`src/hw/rtl/wacbc_pkg.sv`:
```
// ----------------------------------------------------------------------------
// wacbc_pkg
// Shared types and constants for the warp access coalescing / bank counter.
// ----------------------------------------------------------------------------
package wacbc_pkg;

    localparam int KEY_W   = 32;  // address width, also the key width
    localparam int COST_W  = 7;   // holds up to 64 lanes or keys
    localparam int OUT_W   = 6;   // reported cost, saturating
    localparam int CNT_W   = 48;
    localparam int NUM_CNT = 8;

    // event counter slots, in output order
    localparam int CNT_GLOBAL_LOAD   = 0;
    localparam int CNT_GLOBAL_STORE  = 1;
    localparam int CNT_GLOBAL_LANES  = 2;
    localparam int CNT_GLOBAL_SEGS   = 3;
    localparam int CNT_SHARED_ACC    = 4;
    localparam int CNT_SHARED_LANES  = 5;
    localparam int CNT_SHARED_WAVES  = 6;
    localparam int CNT_SHARED_CONFL  = 7;

    localparam logic [OUT_W-1:0] COST_MAX = '1;

    typedef struct packed {
        logic shared;
        logic store;
        logic active;
        logic last;
    } lane_flags_t;

    // finished access handed from the key tracker to the counters
    typedef struct packed {
        logic              shared;
        logic              store;
        logic [COST_W-1:0] lanes;
        logic [COST_W-1:0] cost;
    } fin_t;

endpackage

```
`src/hw/rtl/wacbc_fifo.sv`:
```
// ----------------------------------------------------------------------------
// wacbc_fifo
// Small register queue between the classify pipeline and the key tracker.
// ----------------------------------------------------------------------------
module wacbc_fifo #(
    parameter int WIDTH = 8,
    parameter int DEPTH = 4
) (
    input  logic             clk,
    input  logic             rst_n,
    input  logic             wr_en,
    input  logic [WIDTH-1:0] wr_data,
    output logic             full,
    input  logic             rd_en,
    output logic [WIDTH-1:0] rd_data,
    output logic             empty
);

    localparam int PTR_W = (DEPTH > 1) ? $clog2(DEPTH) : 1;
    localparam int CNT_W = $clog2(DEPTH + 1);

    logic [WIDTH-1:0] mem_reg [DEPTH];
    logic [PTR_W-1:0] wr_ptr_reg, wr_ptr_next;
    logic [PTR_W-1:0] rd_ptr_reg, rd_ptr_next;
    logic [CNT_W-1:0] count_reg, count_next;
    logic             do_wr, do_rd;

    assign full    = (count_reg == CNT_W'(DEPTH));
    assign empty   = (count_reg == '0);
    assign do_wr   = wr_en && !full;
    assign do_rd   = rd_en && !empty;
    assign rd_data = mem_reg[rd_ptr_reg];

    always_comb
    begin
        wr_ptr_next = wr_ptr_reg;
        rd_ptr_next = rd_ptr_reg;
        count_next  = count_reg;
        if (do_wr)
        begin
            wr_ptr_next = (wr_ptr_reg == PTR_W'(DEPTH - 1)) ? '0 : wr_ptr_reg + 1'b1;
        end
        if (do_rd)
        begin
            rd_ptr_next = (rd_ptr_reg == PTR_W'(DEPTH - 1)) ? '0 : rd_ptr_reg + 1'b1;
        end
        if (do_wr && !do_rd)
        begin
            count_next = count_reg + 1'b1;
        end
        else if (do_rd && !do_wr)
        begin
            count_next = count_reg - 1'b1;
        end
    end

    always_ff @(posedge clk or negedge rst_n)
    begin
        if (!rst_n)
        begin
            wr_ptr_reg <= '0;
            rd_ptr_reg <= '0;
            count_reg  <= '0;
        end
        else
        begin
            wr_ptr_reg <= wr_ptr_next;
            rd_ptr_reg <= rd_ptr_next;
            count_reg  <= count_next;
        end
    end

    always_ff @(posedge clk)
    begin
        if (do_wr)
        begin
            mem_reg[wr_ptr_reg] <= wr_data;
        end
    end

    a_count_bound: assert property (@(posedge clk) disable iff (!rst_n)
        count_reg <= CNT_W'(DEPTH))
        else $error("queue count beyond depth");

endmodule

```
`src/hw/rtl/wacbc_front.sv`:
```
// ----------------------------------------------------------------------------
// wacbc_front
// Accepts lane items and classifies them: forms the key (segment number or
// address) and the bank index through constant reciprocal multiplies.
// ----------------------------------------------------------------------------
module wacbc_front #(
    parameter int SEG_SIZE   = 128,
    parameter int WORD_BYTES = 4,
    parameter int BANKS      = 32,
    parameter int ENTRY_W    = 41
) (
    input  logic               clk,
    input  logic               rst_n,
    input  logic               push,
    output logic               full,
    input  logic [1:0]         kind,
    input  logic               lane_active,
    input  logic [31:0]        address,
    input  logic               last_lane,
    output logic               q_push,
    output logic [ENTRY_W-1:0] q_data,
    input  logic               q_full
);

    import wacbc_pkg::*;

    localparam int BANK_IW = (BANKS > 1) ? $clog2(BANKS) : 1;
    localparam int RCP_W   = KEY_W + 1;
    localparam int PROD_W  = KEY_W + RCP_W;

    // exact reciprocal: m = ceil(2^(32+l) / d), l = ceil(log2 d)
    localparam int SEG_SH = KEY_W + $clog2(SEG_SIZE);
    localparam int BW_SH  = KEY_W + $clog2(WORD_BYTES);
    localparam int BK_SH  = KEY_W + $clog2(BANKS);
    localparam logic [63:0] SEG_RCP =
        ((64'd1 << SEG_SH) + 64'(SEG_SIZE) - 64'd1) / 64'(SEG_SIZE);
    localparam logic [63:0] BW_RCP =
        ((64'd1 << BW_SH) + 64'(WORD_BYTES) - 64'd1) / 64'(WORD_BYTES);
    localparam logic [63:0] BK_RCP =
        ((64'd1 << BK_SH) + 64'(BANKS) - 64'd1) / 64'(BANKS);

    logic adv;

    logic              s1_v_reg;
    logic [KEY_W-1:0]  s1_addr_reg;
    lane_flags_t       s1_flags_reg;

    logic              s2_v_reg;
    logic [KEY_W-1:0]  s2_key_reg;
    logic [KEY_W-1:0]  s2_word_reg;
    lane_flags_t       s2_flags_reg;

    logic              s3_v_reg;
    logic [KEY_W-1:0]  s3_key_reg;
    logic [BANK_IW-1:0] s3_word_lo_reg;
    logic [BANK_IW-1:0] s3_quo_lo_reg;
    lane_flags_t       s3_flags_reg;

    lane_flags_t        in_flags;
    logic [PROD_W-1:0]  seg_prod, bw_prod, bk_prod;
    logic [KEY_W-1:0]   seg_q, bw_q, bk_q;
    logic [BANK_IW-1:0] bank;

    assign adv    = !s3_v_reg || !q_full;
    assign full   = !adv;
    assign q_push = s3_v_reg && !q_full;

    // kind bit 1 selects shared, so kind 3 is shared as well
    always_comb
    begin
        in_flags.shared = kind[1];
        in_flags.store  = kind[0];
        in_flags.active = lane_active;
        in_flags.last   = last_lane;
    end

    assign seg_prod = {{RCP_W{1'b0}}, s1_addr_reg} * {{KEY_W{1'b0}}, SEG_RCP[RCP_W-1:0]};
    assign bw_prod  = {{RCP_W{1'b0}}, s1_addr_reg} * {{KEY_W{1'b0}}, BW_RCP[RCP_W-1:0]};
    assign seg_q    = KEY_W'(seg_prod >> SEG_SH);
    assign bw_q     = KEY_W'(bw_prod >> BW_SH);

    assign bk_prod  = {{RCP_W{1'b0}}, s2_word_reg} * {{KEY_W{1'b0}}, BK_RCP[RCP_W-1:0]};
    assign bk_q     = KEY_W'(bk_prod >> BK_SH);

    // remainder is below BANKS, so the low bits are enough
    assign bank   = s3_word_lo_reg - BANK_IW'(s3_quo_lo_reg * BANK_IW'(BANKS));
    assign q_data = {s3_key_reg, bank, s3_flags_reg};

    always_ff @(posedge clk or negedge rst_n)
    begin
        if (!rst_n)
        begin
            s1_v_reg <= 1'b0;
            s2_v_reg <= 1'b0;
            s3_v_reg <= 1'b0;
        end
        else if (adv)
        begin
            s1_v_reg <= push;
            s2_v_reg <= s1_v_reg;
            s3_v_reg <= s2_v_reg;
        end
    end

    always_ff @(posedge clk)
    begin
        if (adv)
        begin
            s1_addr_reg    <= address;
            s1_flags_reg   <= in_flags;
            s2_key_reg     <= s1_flags_reg.shared ? s1_addr_reg : seg_q;
            s2_word_reg    <= bw_q;
            s2_flags_reg   <= s1_flags_reg;
            s3_key_reg     <= s2_key_reg;
            s3_word_lo_reg <= s2_word_reg[BANK_IW-1:0];
            s3_quo_lo_reg  <= bk_q[BANK_IW-1:0];
            s3_flags_reg   <= s2_flags_reg;
        end
    end

endmodule

```
`src/hw/rtl/wacbc_back.sv`:
```
// ----------------------------------------------------------------------------
// wacbc_back
// Key tracker: keeps the distinct keys and per-bank fills of the current
// access and hands a finished access to the counters at its last lane.
// ----------------------------------------------------------------------------
module wacbc_back #(
    parameter int LANES   = 32,
    parameter int BANKS   = 32,
    parameter int ENTRY_W = 41
) (
    input  logic               clk,
    input  logic               rst_n,
    input  logic               q_empty,
    input  logic [ENTRY_W-1:0] q_data,
    output logic               q_pop,
    output logic               fin_valid,
    output wacbc_pkg::fin_t    fin,
    input  logic               fin_take
);

    import wacbc_pkg::*;

    localparam int BANK_IW = (BANKS > 1) ? $clog2(BANKS) : 1;
    localparam int KEY_IW  = (LANES > 1) ? $clog2(LANES) : 1;
    localparam int FILL_W  = $clog2(LANES + 1);

    logic [KEY_W-1:0]  keys_reg [LANES];
    logic [FILL_W-1:0] fill_reg, fill_next;
    logic [FILL_W-1:0] bank_reg [BANKS];
    logic [FILL_W-1:0] worst_reg, worst_next;
    logic [FILL_W-1:0] act_reg, act_next;
    logic              fin_v_reg, fin_v_next;
    fin_t              fin_reg, fin_data;

    logic [KEY_W-1:0]   key;
    logic [BANK_IW-1:0] bank;
    lane_flags_t        flags;
    logic               fin_free, hit, ins, bank_ins;
    logic [FILL_W-1:0]  fill_inc, bcnt_new, worst_upd, act_inc;

    assign {key, bank, flags} = q_data;

    assign fin_free  = !fin_v_reg || fin_take;
    assign q_pop     = !q_empty && (!flags.last || fin_free);
    assign fin_valid = fin_v_reg;
    assign fin       = fin_reg;

    always_comb
    begin
        hit = 1'b0;
        for (int i = 0; i < LANES; i++)
        begin
            if ((FILL_W'(i) < fill_reg) && (keys_reg[i] == key))
            begin
                hit = 1'b1;
            end
        end
    end

    // a new key that finds the store full is dropped
    assign ins      = flags.active && !hit && (fill_reg < FILL_W'(LANES));
    assign bank_ins = ins && flags.shared;
    assign fill_inc = fill_reg + FILL_W'(ins);
    assign bcnt_new = bank_reg[bank] + 1'b1;
    assign worst_upd = (bank_ins && (bcnt_new > worst_reg)) ? bcnt_new : worst_reg;
    assign act_inc  = (flags.active && (act_reg < FILL_W'(LANES))) ? act_reg + 1'b1 : act_reg;

    always_comb
    begin
        fill_next  = fill_reg;
        worst_next = worst_reg;
        act_next   = act_reg;
        fin_v_next = fin_v_reg && !fin_take;
        fin_data.shared = flags.shared;
        fin_data.store  = flags.store;
        fin_data.lanes  = COST_W'(act_inc);
        fin_data.cost   = flags.shared ? COST_W'(worst_upd) : COST_W'(fill_inc);
        if (q_pop)
        begin
            if (flags.last)
            begin
                fill_next  = '0;
                worst_next = '0;
                act_next   = '0;
                if (act_inc != '0)
                begin
                    fin_v_next = 1'b1;
                end
            end
            else
            begin
                fill_next  = fill_inc;
                worst_next = worst_upd;
                act_next   = act_inc;
            end
        end
    end

    always_ff @(posedge clk or negedge rst_n)
    begin
        if (!rst_n)
        begin
            fill_reg  <= '0;
            worst_reg <= '0;
            act_reg   <= '0;
            fin_v_reg <= 1'b0;
            for (int b = 0; b < BANKS; b++)
            begin
                bank_reg[b] <= '0;
            end
        end
        else
        begin
            fill_reg  <= fill_next;
            worst_reg <= worst_next;
            act_reg   <= act_next;
            fin_v_reg <= fin_v_next;
            if (q_pop && flags.last)
            begin
                for (int b = 0; b < BANKS; b++)
                begin
                    bank_reg[b] <= '0;
                end
            end
            else if (q_pop && bank_ins)
            begin
                bank_reg[bank] <= bcnt_new;
            end
        end
    end

    always_ff @(posedge clk)
    begin
        if (q_pop && ins)
        begin
            keys_reg[fill_reg[KEY_IW-1:0]] <= key;
        end
        if (q_pop && flags.last && fin_free)
        begin
            fin_reg <= fin_data;
        end
    end

    a_fill_bound: assert property (@(posedge clk) disable iff (!rst_n)
        fill_reg <= FILL_W'(LANES))
        else $error("key fill beyond lane count");

    a_fill_le_act: assert property (@(posedge clk) disable iff (!rst_n)
        fill_reg <= act_reg)
        else $error("more keys than active lanes");

    a_worst_le_fill: assert property (@(posedge clk) disable iff (!rst_n)
        worst_reg <= fill_reg)
        else $error("bank degree above key count");

    a_fin_hold: assert property (@(posedge clk) disable iff (!rst_n)
        fin_v_reg && !fin_take |=> fin_v_reg && $stable(fin_reg))
        else $error("finished access lost before transfer");

endmodule

```
`src/hw/rtl/wacbc_stats.sv`:
```
// ----------------------------------------------------------------------------
// wacbc_stats
// Eight wrapping event counters and the result register.
// ----------------------------------------------------------------------------
module wacbc_stats (
    input  logic                     clk,
    input  logic                     rst_n,
    input  logic                     fin_valid,
    input  wacbc_pkg::fin_t          fin,
    output logic                     fin_take,
    output logic                     empty,
    input  logic                     pop,
    output logic [wacbc_pkg::OUT_W-1:0] access_cost,
    output logic [wacbc_pkg::CNT_W-1:0] counts [wacbc_pkg::NUM_CNT]
);

    import wacbc_pkg::*;

    logic [CNT_W-1:0] cnt_reg  [NUM_CNT];
    logic [CNT_W-1:0] cnt_next [NUM_CNT];
    logic             out_v_reg;
    logic [OUT_W-1:0] cost_reg;
    logic [CNT_W-1:0] lanes_ext, cost_ext;

    // counters only move when a new result loads, so they double as output
    assign fin_take    = fin_valid && (!out_v_reg || pop);
    assign empty       = !out_v_reg;
    assign access_cost = cost_reg;
    assign lanes_ext   = CNT_W'(fin.lanes);
    assign cost_ext    = CNT_W'(fin.cost);

    always_comb
    begin
        for (int c = 0; c < NUM_CNT; c++)
        begin
            cnt_next[c] = cnt_reg[c];
        end
        if (fin.shared)
        begin
            cnt_next[CNT_SHARED_ACC]   = cnt_reg[CNT_SHARED_ACC] + 1'b1;
            cnt_next[CNT_SHARED_LANES] = cnt_reg[CNT_SHARED_LANES] + lanes_ext;
            cnt_next[CNT_SHARED_WAVES] = cnt_reg[CNT_SHARED_WAVES] + cost_ext;
            if (fin.cost > COST_W'(1))
            begin
                cnt_next[CNT_SHARED_CONFL] = cnt_reg[CNT_SHARED_CONFL] + 1'b1;
            end
        end
        else
        begin
            if (fin.store)
            begin
                cnt_next[CNT_GLOBAL_STORE] = cnt_reg[CNT_GLOBAL_STORE] + 1'b1;
            end
            else
            begin
                cnt_next[CNT_GLOBAL_LOAD] = cnt_reg[CNT_GLOBAL_LOAD] + 1'b1;
            end
            cnt_next[CNT_GLOBAL_LANES] = cnt_reg[CNT_GLOBAL_LANES] + lanes_ext;
            cnt_next[CNT_GLOBAL_SEGS]  = cnt_reg[CNT_GLOBAL_SEGS] + cost_ext;
        end
    end

    always_ff @(posedge clk or negedge rst_n)
    begin
        if (!rst_n)
        begin
            out_v_reg <= 1'b0;
            for (int c = 0; c < NUM_CNT; c++)
            begin
                cnt_reg[c] <= '0;
            end
        end
        else
        begin
            if (fin_take)
            begin
                out_v_reg <= 1'b1;
                cnt_reg   <= cnt_next;
            end
            else if (pop)
            begin
                out_v_reg <= 1'b0;
            end
        end
    end

    always_ff @(posedge clk)
    begin
        if (fin_take)
        begin
            cost_reg <= fin.cost[COST_W-1] ? COST_MAX : fin.cost[OUT_W-1:0];
        end
    end

    assign counts = cnt_reg;

    a_counts_hold: assert property (@(posedge clk) disable iff (!rst_n)
        !fin_take |=> $stable(cnt_reg[CNT_GLOBAL_LANES]) && $stable(cnt_reg[CNT_SHARED_LANES]))
        else $error("counter moved without a finished access");

endmodule

```
`src/hw/rtl/warp_access_coalesce_bank_counter.sv`:
```
// ----------------------------------------------------------------------------
// warp_access_coalesce_bank_counter
// Counts coalesced segments of global accesses and bank conflict degree of
// shared accesses, keeping eight wrapping event counters.
// ----------------------------------------------------------------------------
// A warp access arrives as a run of lane items, one per transfer, closed by
// last_lane. The block takes one lane item per clock when nothing stalls:
// a three-stage classify pipeline forms the key and bank with constant
// reciprocal multiplies, a four-entry queue decouples it from the key
// tracker, which compares each key against all stored keys at once.
// After the last lane of an access with an active lane, the result passes
// through the tracker's finished register into the result register and stays
// until popped; the counters shown are their values after that access.
// Accesses with no active lane produce no result.
module warp_access_coalesce_bank_counter #(
    parameter int LANES      = 32,
    parameter int BANKS      = 32,
    parameter int SEG_SIZE   = 128,
    parameter int WORD_BYTES = 4
) (
    input  logic        clk,
    input  logic        rst_n,
    input  logic        push,
    output logic        full,
    input  logic [1:0]  kind,
    input  logic        lane_active,
    input  logic [31:0] address,
    input  logic        last_lane,
    output logic        empty,
    input  logic        pop,
    output logic [5:0]  access_cost,
    output logic [47:0] global_load_count,
    output logic [47:0] global_store_count,
    output logic [47:0] global_lane_total,
    output logic [47:0] global_segment_total,
    output logic [47:0] shared_access_count,
    output logic [47:0] shared_lane_total,
    output logic [47:0] shared_wavefront_total,
    output logic [47:0] shared_conflict_count
);

    import wacbc_pkg::*;

    localparam int BANK_IW = (BANKS > 1) ? $clog2(BANKS) : 1;
    localparam int ENTRY_W = KEY_W + BANK_IW + $bits(lane_flags_t);
    localparam int Q_DEPTH = 4;

    logic               q_push, q_full, q_pop, q_empty;
    logic [ENTRY_W-1:0] q_wdata, q_rdata;
    logic               fin_valid, fin_take;
    fin_t               fin;
    logic [CNT_W-1:0]   counts [NUM_CNT];

    wacbc_front #(
        .SEG_SIZE   (SEG_SIZE),
        .WORD_BYTES (WORD_BYTES),
        .BANKS      (BANKS),
        .ENTRY_W    (ENTRY_W)
    ) u_front (
        .clk         (clk),
        .rst_n       (rst_n),
        .push        (push),
        .full        (full),
        .kind        (kind),
        .lane_active (lane_active),
        .address     (address),
        .last_lane   (last_lane),
        .q_push      (q_push),
        .q_data      (q_wdata),
        .q_full      (q_full)
    );

    wacbc_fifo #(
        .WIDTH (ENTRY_W),
        .DEPTH (Q_DEPTH)
    ) u_queue (
        .clk     (clk),
        .rst_n   (rst_n),
        .wr_en   (q_push),
        .wr_data (q_wdata),
        .full    (q_full),
        .rd_en   (q_pop),
        .rd_data (q_rdata),
        .empty   (q_empty)
    );

    wacbc_back #(
        .LANES   (LANES),
        .BANKS   (BANKS),
        .ENTRY_W (ENTRY_W)
    ) u_back (
        .clk       (clk),
        .rst_n     (rst_n),
        .q_empty   (q_empty),
        .q_data    (q_rdata),
        .q_pop     (q_pop),
        .fin_valid (fin_valid),
        .fin       (fin),
        .fin_take  (fin_take)
    );

    wacbc_stats u_stats (
        .clk         (clk),
        .rst_n       (rst_n),
        .fin_valid   (fin_valid),
        .fin         (fin),
        .fin_take    (fin_take),
        .empty       (empty),
        .pop         (pop),
        .access_cost (access_cost),
        .counts      (counts)
    );

    assign global_load_count      = counts[CNT_GLOBAL_LOAD];
    assign global_store_count     = counts[CNT_GLOBAL_STORE];
    assign global_lane_total      = counts[CNT_GLOBAL_LANES];
    assign global_segment_total   = counts[CNT_GLOBAL_SEGS];
    assign shared_access_count    = counts[CNT_SHARED_ACC];
    assign shared_lane_total      = counts[CNT_SHARED_LANES];
    assign shared_wavefront_total = counts[CNT_SHARED_WAVES];
    assign shared_conflict_count  = counts[CNT_SHARED_CONFL];

endmodule
```
`config.mk`:
```
export PLATFORM = sky130hd
export DESIGN_NAME = warp_access_coalesce_bank_counter
export DESIGN_NICKNAME = d
export VERILOG_FILES = /design/src/hw/rtl/wacbc_pkg.sv /design/src/hw/rtl/wacbc_fifo.sv /design/src/hw/rtl/wacbc_front.sv /design/src/hw/rtl/wacbc_back.sv /design/src/hw/rtl/wacbc_stats.sv /design/src/hw/rtl/warp_access_coalesce_bank_counter.sv
export SDC_FILE = /design/constraint.sdc
export NUM_CORES = 2
export LEC_CHECK = 0
export CAP_MARGIN = 20
export CORE_UTILIZATION = 69
export DETAILED_ROUTE_END_ITERATION = 10
export DONT_BUFFER_PORTS = 1
export GPL_TIMING_DRIVEN = 1
export PLACE_DENSITY = 0.82
export SYNTH_ARGS = -nofsm -noshare
export SYNTH_HDL_FRONTEND = slang
export SYNTH_HIERARCHICAL = 1
export SYNTH_SLANG_ARGS = --single-unit
```
`constraint.sdc`:
```
create_clock -name clk -period 12.64 [get_ports clk]
set_input_delay 1.896 -clock clk [delete_from_list [all_inputs] [get_ports clk]]
set_output_delay 1.896 -clock clk [all_outputs]
set_load 0.005 [all_outputs]
```
==> run_results.csv <==
group,metric,value,unit
clocking,cts_tree,"done",
synthesis,avgSynthCellArea,14.5,sq um
timing,whs,0.403,ns
drt,drcViolationCount,0,
run,max_cap_violations,0,
layout,final_cell_area,90400,sq um
drt,first_iter_violations,5664,
timing,period_share,56.3,%
timing,slew-limit-headroom,-32.2,%
place,place_area,84200,sq um
synthesis,netlist_area,82700,sq um
pwr,p_sw,8.26,mW
setup_path,crit_top_cell,"buf_4",
timing,worst-slew-pin-transition,1.98,ns
setup_path,end_kind,"flip-flop",
setup_path,critPathMaxStageDelay,1.07,ns
pwr,combPwrFrac,34.8,%
synthesis,synth_top_area_share,47.0,%
place,portBuffers,0,
synthesis,ys_seq_area_share,65.3,%
place,place_ws,5.56,ns
setup_path,cp_slowest_cell,"mux4_4",
place,gp_congestion,0.913,
drt,drtPass1Iterations,7,
timing,hold_violations,0,
setup_path,startpoint_type,"flip-flop",
pwr,vdd_ir_drop_max,0.222,mV
timing,fin_ws,5.52,ns
setup_path,crit_arrival,7.62,ns
die,die_y,348,microns
grt,overflow,0,
die,die_area,121000,sq um
grt,grt_pass1_vias,48792,
grt,track_usage,33.5,%
hold_path,worstHoldPathType,"reg -> reg",
clocking,postCtsHoldBufs,0,
drt,drt_wl_total,203000,microns
synthesis,ys_types,92,
pwr,p_sw_share,37.8,%
synthesis,synthFlopType,"edfxtp_1",
pwr,clock_power_share,25.1,%
timing,setup_tns,0,ns
grt,grt_pass1_wl,304000,microns
clocking,postCtsSetupRepairBufs,0,
clocking,clock_path_buffers,3,
pwr,pwr-share-seq,40.0,%
timing,grt_setup_unrepaired,"no",
grt,antenna_found_initial,10,
die,ios,432,
pwr,power_leakage,34.4,nW
die,die_w,348,microns
timing,fmax,0.141,GHz
synthesis,netlist_instances,5698,
synthesis,synth_area_leaders,"edfxtp_1 47%, dfrtp_1 18%, xor2_1 8.6%",
layout,fillers,6647,
drt,wl_per_cell,27.1,microns
setup_path,path_max_fanout,46,
clocking,h-tree-depth,4,
synthesis,synth_seq_cells,1900,
setup_path,path_delay_family,"simple AND/OR/NAND/NOR gates",
outcome,violations,"slew limit",
clocking,clock_latency,0.85,ns
clocking,cts_resized,0,
setup_path,cp_num_buf_inv,4,
layout,fin_nets,5805,
die,core_area,118000,sq um
clocking,path_clk_slew,0.06,ns
setup_path,crit_chain,"buf_4 > mux4_4 > buf_4 > xor2_1 > nor4_1 > nand3_1 > nor3_1 > or4_1 > nor4_4 > nand3_4 > clkinv_4 > nand4b_2 > nor2_2 > buf_4",
setup_path,required,13.15,ns
timing,fin_crit,7.12,ns
synthesis,synth.largest_area_cell,"edfxtp_1",
clocking,clock_sinks,1900,
die,start_util,69.8,%
place,dpl.hpwl,124000,microns
drt,antenna_left,0,
synthesis,synth-edff-count,1294,
synthesis,synth_warnings,6,
clocking,numCtsBuffers,183,
timing,skew,0.0575,ns
pwr,internal_power,13.6,mW
layout,largest_reg_flops,992,
clocking,clockRootBuffer,"clkbuf_16",
layout,final_common_cell,"edfxtp_1",
drt,route.vias.total,48822,
drt,vias_per_cell,6.53,
timing,drv_slew,397,
synthesis,ys_async_sr_fraction,31.9,%
layout,final_cell_mix,"1294 x edfxtp_1, 813 x xor2_1, 604 x dfrtp_1",
outcome,outcome,"complete, but fails checks",
grt,grt_max_degree,607,
layout,drive_above_1_share,10.6,%
timing,final-setup-viol-count,0,
pwr,power_density,241,nW/um^2
layout,area_growth,9.28,%
die,rows,126,
setup_path,crit_type,"reg -> reg",
[final timing paths]
path	start	slack (ns)	cells past startpoint	end
max in group asynchronous	rst_n	10.29	0	u_queue/rd_ptr_reg[0]
worst min-delay path	u_front/s2_key_reg[15]	0.40	0	u_front/s3_key_reg[15]
min in group asynchronous	rst_n	0.79	0	u_stats/counts[332]
worst min register to register	u_front/s2_key_reg[15]	0.40	0	u_front/s3_key_reg[15]
worst max-delay path	u_queue/rd_ptr_reg[0]	5.52	14	u_back/keys_reg[22][10]
worst max register to register	u_queue/rd_ptr_reg[0]	5.52	14	u_back/keys_reg[22][10]
[cell type report]
cell class                 count  area [sq um]  area share [%]
inverter                      65           249           0.276
multi-input combinational   3458         27100            30.0
antenna                        7          17.5          0.0194
timing repair buffer         104           898           0.994
sequential                  1900         54000            59.8
clock inverter                95           927            1.03
tap                         1600          2000            2.22
clock buffer                 246          5110            5.66
[layer usage]
layer,up-vias,global-route usage [%],share of wire (%)
li1,20763,-,-
met1,24744,44.6,38
met2,2751,53.3,48
met3,564,6.69,9.1
met4,0,16.3,4.8
met5,-,0,0
[cells in the mapped netlist, types with 24 or more instances]
cell type  count
edfxtp_1    1294
xor2_1       813
dfrtp_1      606
xnor2_1      562
nand2_1      391
nand4_1      225
nor4_1       207
mux2i_1      193
nand3_1      170
nor2_1       143
nor3_1       126
clkbuf_1     101
buf_2         97
mux4_2        89
inv_1         64
and3_1        54
buf_4         52
ha_1          48
o21ai_0       41
mux2_2        32
a21oi_1       28
and4_1        26
a22oi_1       24
nand4_4       24
[kinds of logic after synthesis]
logic type / Yosys count / share of synthesized area, %
adder cells (fa/ha/maj): 53 / 0.847
XOR/XNOR: 1375 / 14.6
other: 1 / 0.00453
buffers and inverters: 341 / 2.09
AO/OA/AOI/OAI: 192 / 1.62
flip-flops: 1900 / 65.3
AND/OR/NAND/NOR: 1520 / 10.3
multiplexers: 316 / 5.23
[stage by stage]
| stage | power, mW | std cells | util, % |
|---|---|---|---|
| after floorplan | 13.9 | 5699 | - |
| after global placement | 15.9 | 7118 | 71.1 |
| after detailed placement | 16.2 | 7119 | 71.1 |
| after CTS | 21.7 | 7460 | 76.2 |
| after global routing | 22.6 | 7473 | 76.3 |
| final | 21.8 | 7475 | 76.3 |
[power groups by stage]
stage,logic [mW],registers [mW],clock network (mW)
floorplan,5.29,8.58,0
global placement,7.16,8.79,0
detailed placement,7.36,8.84,0
CTS,7.47,8.74,5.53
global route,8.01,8.78,5.77
finish,7.60,8.73,5.49
Power figures use the tool's default switching activity.
